==> config.mk <==
export PLATFORM = sky130hd
export DESIGN_NAME = lgfb_front
export DESIGN_NICKNAME = d
export VERILOG_FILES = /design/src/design/lgfb_pkg.sv /design/src/design/lgfb_front.sv
export SDC_FILE = /design/constraint.sdc
export NUM_CORES = 1
export LEC_CHECK = 0
export ABC_AREA = 1
export BUFFER_PORTS_ARGS = -buffer_cell sky130_fd_sc_hd__buf_2
export CAP_MARGIN = 10
export CORE_UTILIZATION = 33
export CTS_CLUSTER_DIAMETER = 30
export DETAILED_ROUTE_END_ITERATION = 8
export GPL_ROUTABILITY_DRIVEN = 0
export MAX_ROUTING_LAYER = met4
export PLACE_DENSITY = 0.52
export SYNTH_ARGS = -nofsm -noshare
export SYNTH_HDL_FRONTEND = slang
export SYNTH_SLANG_ARGS = --single-unit
==> constraint.sdc <==
create_clock -name clock -period 12.1 [get_ports clock]
set_input_delay 0.605 -clock clock [delete_from_list [all_inputs] [get_ports clock]]
set_output_delay 0.605 -clock clock [all_outputs]
set_load 0.005 [all_outputs]
==> src/design/lgfb_pkg.sv <==
// shared types, constants and the chain index mapping for the led grayscale frame buffer
`default_nettype none
package lgfb_pkg;

   localparam int MaxChips           = 16;
   localparam int ChannelsPerChip    = 16;
   localparam int BytesPerChip       = 32;
   localparam int PackedBytesPerChip = 8 * 3;
   localparam int ChainStep          = 8 * 3;
   localparam int StoreBytes         = MaxChips * BytesPerChip;
   localparam int AddrW              = $clog2(StoreBytes);

   typedef enum logic [1:0] {
      OP_WRITE = 2'd0,
      OP_READ  = 2'd1,
      OP_RGB   = 2'd2,
      OP_SHIFT = 2'd3
   } op_type;

   localparam logic [1:0] CSR_CHIP_COUNT = 2'd0;
   localparam logic [1:0] CSR_TWELVE_BIT = 2'd1;
   localparam logic [1:0] CSR_MAPPING    = 2'd2;

   typedef enum logic [3:0] {
      ST_CLEAR, ST_IDLE, ST_MUL, ST_DSTART, ST_DWAIT, ST_MAP, ST_RD0, ST_RD1,
      ST_RD2, ST_WR1, ST_WR0, ST_SHIFT, ST_SBYTE, ST_DONE
   } back_state_type;

   typedef struct packed {
      logic [4:0]       chips;
      logic             twelve;
      logic             map_on;
      logic [8:0]       chans;
      logic [AddrW-1:0] frame_last;
   } cfg_type;

   typedef struct packed {
      op_type      op;
      logic [7:0]  idx;
      logic [15:0] red;
      logic [15:0] green;
      logic [15:0] blue;
      logic [15:0] limit;
      logic        err;
   } item_type;

   typedef struct packed {
      logic     valid;
      item_type item;
   } queue_head_type;

   typedef struct packed {
      logic clearing;
      logic pop;
   } back_status_type;

   // snake chain reordering, channel assumed inside the chain
   function automatic logic [7:0] map_channel(input logic [7:0] ch, input logic [4:0] chips,
                                              input logic map_on);
      logic [4:0] seg;
      logic [4:0] segs;
      logic [4:0] stops;
      logic [4:0] rem;
      logic [9:0] p;
      seg   = 5'((10'(ch[7:3]) * 10'd11) >> 5);
      rem   = 5'(ch - 8'(8'(seg) * 8'(ChainStep)));
      segs  = 5'((10'(chips) * 10'd11) >> 5);
      stops = 5'((segs << 1) - 5'd1);
      if (!map_on) begin
         p = 10'(ch);
      end else if (9'(ch) < 9'(9'(chips) * 9'd8)) begin
         p = 10'(ch) + 10'(10'(seg) * 10'(ChainStep));
      end else if (seg > stops) begin
         p = 10'(ch);
      end else begin
         p = 10'(10'(stops - seg) * 10'(2 * ChainStep)) + 10'(ChainStep) + 10'(rem);
      end
      return p[7:0];
   endfunction

endpackage
`default_nettype wire

==> src/design/lgfb_front.sv <==
// front end: accepts requests, flags range errors and queues them for the back end
`default_nettype none
module lgfb_front (
   input  wire logic                     clock,
   input  wire logic                     reset,
   input  wire lgfb_pkg::cfg_type         cfg,
   input  wire logic                     req_tvalid,
   output logic                          req_tready,
   input  wire logic [71:0]              req_tdata,  // channel_index, value_red, value_green, value_blue, sum_limit
   input  wire logic [1:0]               req_tuser,  // operation
   input  wire lgfb_pkg::back_status_type status,
   output lgfb_pkg::queue_head_type       head
);
   import lgfb_pkg::*;

   item_type   q_ff [2];
   logic       wr_ptr_ff, wr_ptr_in;
   logic       rd_ptr_ff, rd_ptr_in;
   logic [1:0] count_ff, count_in;
   item_type   item;
   logic       push;
   logic       pop;

   always_comb begin
      item.op    = op_type'(req_tuser);
      item.idx   = req_tdata[7:0];
      item.red   = req_tdata[23:8];
      item.green = req_tdata[39:24];
      item.blue  = req_tdata[55:40];
      item.limit = req_tdata[71:56];
      unique case (item.op)
         OP_WRITE, OP_READ: item.err = ({1'b0, item.idx} >= cfg.chans);
         OP_RGB:            item.err = (10'(10'(item.idx) * 10'd3) + 10'd2 >= 10'(cfg.chans));
         OP_SHIFT:          item.err = 1'b0;
         default:           item.err = 1'b0;
      endcase
   end

   assign req_tready = (count_ff != 2'd2) && !status.clearing;
   assign push       = req_tvalid && req_tready;
   assign pop        = status.pop && (count_ff != 2'd0);

   always_comb begin
      wr_ptr_in = push ? !wr_ptr_ff : wr_ptr_ff;
      rd_ptr_in = pop ? !rd_ptr_ff : rd_ptr_ff;
      count_in  = 2'(count_ff + {1'b0, push} - {1'b0, pop});
   end

   always_ff @(posedge clock) begin
      if (reset) begin
         wr_ptr_ff <= 1'b0;
         rd_ptr_ff <= 1'b0;
         count_ff  <= '0;
      end else begin
         wr_ptr_ff <= wr_ptr_in;
         rd_ptr_ff <= rd_ptr_in;
         count_ff  <= count_in;
      end
      if (push) begin
         q_ff[wr_ptr_ff] <= item;
      end
   end

   assign head.valid = (count_ff != 2'd0);
   assign head.item  = q_ff[rd_ptr_ff];
endmodule
`default_nettype wire

==> impl_metrics.py, run 1 <==
metrics = {
    "sta": {
        "setup_tns_ps": 0,
        "hold_violations": 0,
        "fin_ws_ps": 9120,
        "setup_viol": 0,
        "min_period_ps": 2980,
        "finClkSkew_ps": 8.04,
        "slew_viol_final": 0,
        "worst_slew_pin_slew_ps": 970,
        "rsz0062_at_grt": "false",
        "fin_crit_sh_pct": 24.6,
        "slew_headroom_pct": 35.3,
        "max_freq_mhz": 336,
    },
    "hold_path": {
        "min-delay-start": "req_tdata[41]",
        "min_path_type": "in -> reg",
    },
    "power_and_ir_drop": {
        "p_per_area_nw_per_um2": 179,
        "power_mw": 1.49,
        "max-vdd-ir-drop_uv": 93.8,
        "p_leak_nw": 3.39,
    },
    "cts": {
        "cts_tree": "done",
        "postCtsSetupBuffers": 0,
        "clk_path_buf_depth": 2,
        "cts-htree-levels": 4,
        "hold_buffers": 0,
        "clock_sinks": 155,
        "root_buffer": "clkbuf_16",
        "clkSlewWorstSetupHoldPaths_ps": 60,
        "cts.repair.resized": 0,
        "clk_latency_ps": 410,
        "cts_buffers": 17,
    },
    "yosys": {
        "synth.top_cells.by_count": "150 x edfxtp_1, 50 x mux2_4, 34 x nand2_1",
        "syn_avg_cell_area_um2": 17.4,
        "yosysSeqAreaShare_pct": 69.3,
        "yosysMostFrequentCell": "edfxtp_1",
        "post-synth-top-area-cell": "edfxtp_1",
        "synth_edf_count": 150,
        "synthCells": 382,
        "synth.net_count": 519,
        "ys_warn_count": 0,
        "synthTopCellsByArea": "edfxtp_1 68%, mux2_4 11%, ha_1 6.0%",
        "yosys.cell_types.count": 25,
        "ys_seq_elements": 155,
        "async_reset_ff_share_pct": 0,
        "synth_top_area_share_pct": 67.8,
        "ys.flop_type": "edfxtp_1",
        "syn_area_um2": 6640,
    },
    "finish": {
        "fillers": 1799,
        "design_area_um2": 8320,
        "multi_input_comb_area_um2": 1860,
        "layout-drive-gt1-share_pct": 48.7,
        "diodes": 0,
        "seqCellArea_um2": 4610,
        "area_delta_synth_final_pct": 25.3,
        "final_nets": 697,
    },
    "floorplanning": {
        "rows": 51,
        "num_io_pins": 181,
        "start_util_pct": 33.9,
        "coreArea_um2": 19600,
        "dieArea_um2": 20700,
        "chipWidth_um": 144,
        "die_h_um": 144,
    },
    "grt": {
        "antenna_found_initial": 0,
        "grt_max_degree": 56,
        "grt_pass1_vias": 3786,
        "grtUsageTotal_pct": 12.6,
        "overflow": 0,
        "grt_pass1_wl_um": 18700,
    },
    "setup_path": {
        "critPathSlowestCell": "buf_4",
        "worstReg2RegStart": "count_ff[0]$_SDFF_PP0_",
        "critPathKind": "reg -> out",
        "r2r_slack_ps": 9630,
        "critical_path.max_fanout": 55,
        "worst_setup_path_end_kind": "primary output",
        "worstPathRequired_ps": 11490,
        "cp-start-kind": "flop",
        "worstPathArrival_ps": 2370,
        "cpPeakStageDelay_ps": 790,
        "worstPathCellList": "buf_4 > mux2_2 > buf_2",
    },
    "place": {
        "dp.final_hpwl_um": 8580,
        "post-place-ws_ps": 8970,
        "numPortBuffers": 164,
        "place_area_um2": 7760,
    },
    "route": {
        "wl_per_cell_um": 14.8,
        "finalWirelength_um": 12400,
        "firstDrtPassIters": 4,
        "postRouteAntennaNets": 0,
        "num_vias": 3609,
        "vias_per_cell": 4.31,
        "drc": 0,
        "drt_iter0_drc": 158,
    },
    "run_status": {
        "outcome": "complete, no violations",
    },
    "run": {
        "max_cap_viol_count": 0,
    },
}
==> flip-flops by register name, indices dropped and copies added, names as in the netlist, named ones only <==
| name | cells |
|---|---|
| wr_ptr_ff | 1 |
| count_ff | 2 |
| q_ff | 150 |
| rd_ptr_ff | 1 |
==> cell type report <==
cell class	instances	area share, %
flip-flops and latches	155	55.4
multi-input cells	188	22.4
repair buffers	167	10.1
clock buffers	17	5.11
well taps	265	3.98
clock inverters	15	1.65
inverters	31	1.40
==> cells by family after synthesis <==
family / synth area share, %
simple gates: 3.77
compound gates: 1.36
buf+inv: 2.92
mux: 15.5
xor+xnor: 0.791
flops: 69.3
fa+ha+maj: 6.33
==> per-layer routing <==
metal | up-vias | global-route usage (%) | share of wire, % | routed length [um]
met5 | - | - | 0 | 0
met1 | 1711 | 13.4 | 42 | 5170
met3 | 12 | 5.26 | 8.7 | 1080
li1 | 1774 | - | - | -
met2 | 112 | 21.1 | 48 | 6000
met4 | 0 | 4.54 | 1.1 | 138
==> final timing paths <==
path | to | depth (start not counted)
max | head[2] | 3
min reg2reg | flop | 2
min | q_ff[1][18]$_DFFE_PP_ | 1
max reg2reg | q_ff[1][29]$_DFFE_PP_ | 5
==> per-stage QoR <==
stage / hold WS [ps] / cells / utilization [%]
2_1_floorplan: 454 / 382 / -
3_3_place_gp: 464 / 806 / 39.6
3_5_place_dp: 466 / 806 / 39.6
4_1_cts: 355 / 838 / 42.5
5_1_grt: 350 / 838 / 42.5
6_report: 378 / 838 / 42.5
==> layout by cell type (no fill, tap or decap), types with 9 or more instances in the layout <==
cell	n
buf_2	164
edfxtp_1	150
mux2_4	50
nand2_1	34
ha_1	32
inv_1	31
mux2_2	25
clkbuf_16	17
a21oi_1	12
nor2_1	9
==> power breakdown <==
part | leakage (nW) | switching, mW | total, mW | internal, mW
Sequential | 1.42 | 0.0216 | 0.661 | 0.639
Combinational | 1.71 | 0.148 | 0.326 | 0.178
Clock | 0.262 | 0.215 | 0.501 | 0.286
Total | 3.39 | 0.385 | 1.49 | 1.10
==> worst max-delay path: cells and delay by family (launching register included) <==
| family | cells | cell delay (ps) |
|---|---|---|
| mux | 1 | 410 |
| buf+inv | 2 | 910 |
| flops | 1 | 570 |
(Power assumes the default switching activity.)
==> inputs of run 2 (changes only) <==
Settings changed: ABC_AREA 1 to 0, PLACE_DENSITY 0.52 to 0.54.
Clock period 12.1 ns to 2.5 ns, I/O delays scaled along.
==> run 2 against run 1 <==
  * Non-clock buffer count increased by 88
  * Critical path depth is 9 higher
  * First-iteration DRC count fell by 20%
  * Setup slack got worse by 9000 ps
  * Die area decreased by 4.5%
  * Clock power grew to 5.7 times the previous value
  * Synthesized area is 4.6% lower
  * Total power grew to 5.2 times the previous value
  * Sequential cell count unchanged
  * Sequential share of layout area fell by 4.8 points
==> impl_metrics.py, run 2 <==
metrics = {
    "run_status": {
        "outcome": "complete, no violations",
    },
    "cts": {
        "clk_path_buf_depth": 2,
        "clkSlewWorstSetupHoldPaths_ps": 60,
        "clk_latency_ps": 420,
        "root_buffer": "clkbuf_16",
        "cts-htree-levels": 4,
        "cts_tree": "done",
        "cts_buffers": 17,
        "clock_sinks": 155,
    },
    "route": {
        "drt_iter0_drc": 126,
        "firstDrtPassIters": 4,
        "wl_per_cell_um": 15.1,
        "vias_per_cell": 4.55,
        "drc": 0,
        "finalWirelength_um": 13000,
        "num_vias": 3897,
        "postRouteAntennaNets": 0,
    },
    "sta": {
        "min_period_ps": 2390,
        "rsz0062_at_grt": "true",
        "max_freq_mhz": 418,
        "hold_violations": 0,
        "finClkSkew_ps": 10.5,
        "fin_hold_ws_ps": 17.2,
        "worst_slew_pin_slew_ps": 595,
        "slew_viol_final": 0,
        "slew_headroom_pct": 60.2,
        "fin_crit_sh_pct": 95.6,
        "setup_viol": 0,
    },
    "yosys": {
        "yosysMostFrequentCell": "edfxtp_1",
        "syn_avg_cell_area_um2": 18.4,
        "synthTopCellsByArea": "edfxtp_1 71%, mux2_2 13%, ha_1 6.3%",
        "synthSimpleGateAreaFrac_pct": 1.72,
        "synth-xor-area-share_pct": 1.10,
        "synth_top_area_share_pct": 71.0,
        "synthMuxAreaShare_pct": 13.3,
        "synth_edf_count": 150,
        "syn_area_um2": 6340,
        "synth.net_count": 481,
        "synth.top_cells.by_count": "150 x edfxtp_1, 75 x mux2_2, 32 x ha_1",
        "async_reset_ff_share_pct": 0,
        "ys_seq_elements": 155,
        "post-synth-top-area-cell": "edfxtp_1",
        "synthCells": 344,
        "ys.flop_type": "edfxtp_1",
        "yosysSeqAreaShare_pct": 72.6,
        "synth_adder_area_share_pct": 6.63,
        "yosys.cell_types.count": 31,
        "ys_warn_count": 0,
        "synth_compound_area_share_pct": 2.72,
        "synth_top_family_by_area": "multiplexers",
    },
    "finish": {
        "final_nets": 747,
        "diodes": 0,
        "final_cell_mix": "162 x buf_2, 150 x edfxtp_1, 75 x mux2_2",
        "reg.largest.list": "q_ff (150), count_ff (2)",
        "largest_reg_flops": 150,
        "final_common_cell": "buf_2",
        "regMostFlops": "q_ff",
        "area_delta_synth_final_pct": 43.7,
        "layout-drive-gt1-share_pct": 50.7,
    },
    "floorplanning": {
        "num_io_pins": 181,
        "chipWidth_um": 141,
        "coreArea_um2": 18800,
        "dieArea_um2": 19800,
        "die_h_um": 141,
        "rows": 50,
        "start_util_pct": 33.8,
    },
    "setup_path": {
        "worstPathArrival_ps": 2540,
        "worstPathCellList": "dlygate4sd3_1 > buf_2 > ha_1 > inv_2 > ha_4 > xnor2_2 > ha_1 > a21o_1 > a211oi_2 > o31ai_1 > o21ai_1 > o211ai_1",
        "r2r-end": "q_ff[0][55]$_DFFE_PP_",
        "cpPeakStageDelay_ps": 530,
        "worst_setup_path_end_kind": "flop",
        "cp_top_family": "adder cells",
        "r2r_slack_ps": 570,
        "worstPathRequired_ps": 2650,
        "critical_path.max_fanout": 5,
        "path_buf_inv": 3,
        "cpMostUsedCell": "ha_1",
        "worstReg2RegStart": "count_ff[0]$_SDFF_PP0_",
        "cp-start-kind": "primary input",
        "r2r_cells": 5,
        "timing.critical_path.from": "req_tdata[7]",
        "critPathKind": "in -> reg",
        "critPathCapture": "q_ff[1][0]$_DFFE_PP_",
        "critPathSlowestCell": "dlygate4sd3_1",
        "path_depth": 12,
    },
    "power_and_ir_drop": {
        "p_sw_mw": 1.88,
        "power_mw": 7.68,
        "max-vdd-ir-drop_uv": 477,
        "switching_share_pct": 24.4,
        "comb_power_share_pct": 21.2,
        "pwr-share-clk_pct": 37.0,
        "p_int_mw": 5.80,
        "seqPwrFrac_pct": 41.7,
        "p_leak_nw": 3.55,
        "p_per_area_nw_per_um2": 842,
    },
    "run": {
        "max_cap_viol_count": 0,
    },
    "grt": {
        "antenna_found_initial": 0,
        "grtUsageTotal_pct": 14.0,
        "grt_pass1_wl_um": 20500,
        "grt_max_degree": 76,
        "overflow": 0,
        "grt_pass1_vias": 4200,
    },
    "place": {
        "dp.final_hpwl_um": 8680,
        "numPortBuffers": 164,
    },
    "hold_path": {
        "hold-path-cell-count": 2,
        "min_path_type": "in -> reg",
    },
}
-- run 2: changes by cell type after synthesis, moves of 5 or more --
cell,previous run,this run
mux2_2,25,75
mux2_4,50,0
nand2_1,34,3
inv_1,31,18
a21oi_1,12,3
a211oi_1,0,6
buf_6,6,0
buf_4,0,5
-- run 2: power by group through the flow --
stage / sequential (mW) / combinational (mW) / clock, mW
floorplan: 3.18 / 0.965 / 0
global placement: 3.25 / 1.53 / 0
detailed placement: 3.27 / 1.55 / 0
CTS: 3.21 / 1.65 / 2.92
global route: 3.23 / 1.79 / 3.02
finish: 3.20 / 1.63 / 2.84
-- run 2: worst register-to-register path: stages (launching register included) --
cell and delay [ps]:
dfxtp_1 350, inv_1 50, a21oi_1 230, nand2_1 190
nor2_4 500, buf_12 280
-- run 2: cell families after synthesis --
group,count (synthesis)
flip-flops,155
multiplexers,75
XOR/XNOR,8
buffers and inverters,26
AO/OA/AOI/OAI,25
AND/OR/NAND/NOR,22
adder cells (fa/ha/maj),33
-- run 2: layout make-up --
type,count,area (um^2)
Multi-Input combinational cell,163,1740
Timing Repair Buffer,255,1740
Clock inverter,15,236
Clock buffer,17,425
Tap cell,234,293
Fill cell,1669,9650
Inverter,18,67.6
Sequential cell,155,4610
-- run 2: metal layers --
layer | share of wire, % | wire, um | up-vias | global-route usage [%]
li1 | - | - | 1868 | -
met1 | 43 | 5560 | 1893 | 15.6
met2 | 50 | 6490 | 122 | 23.7
met3 | 5.4 | 697 | 14 | 3.70
met4 | 1.7 | 216 | 0 | 6.41
met5 | 0 | 0 | - | -
-- run 2: worst min-delay path by stage --
stage,startpoint,endpoint,slack (ps)
6_report,req_tdata[2],q_ff[0][67]$_DFFE_PP_,20
5_1_grt,req_tdata[1],q_ff[0][66]$_DFFE_PP_,-1
4_1_cts,req_tdata[3],q_ff[1][68]$_DFFE_PP_,20
3_5_place_dp,req_tdata[64],q_ff[0][9]$_DFFE_PP_,320
3_3_place_gp,req_tdata[24],q_ff[1][33]$_DFFE_PP_,310
2_1_floorplan,reset,count_ff[0]$_SDFF_PP0_,200
-- run 2: through the flow --
step / instance area (um^2) / cells / worst slack, ps / setup TNS, ps / utilization [%]
2_1_floorplan: 6420 / 344 / -35.0 / -69.9 / -
3_5_place_dp: 7700 / 755 / -311 / -622 / 41.0
4_1_cts: 9050 / 856 / 20.6 / 0 / 48.2
3_3_place_gp: 7700 / 755 / -272 / -544 / 41.0
5_1_grt: 9110 / 857 / -17.7 / -35.1 / 48.6
6_report: 9110 / 857 / 110 / 0 / 48.6
-- run 2: repair_timing --
action	in CTS	in global routing
buffers inserted	0	1
resized for setup	0	14
endpoints found under the setup margin	0	2
hold buffers	69	0
endpoints found under the hold margin	141	0
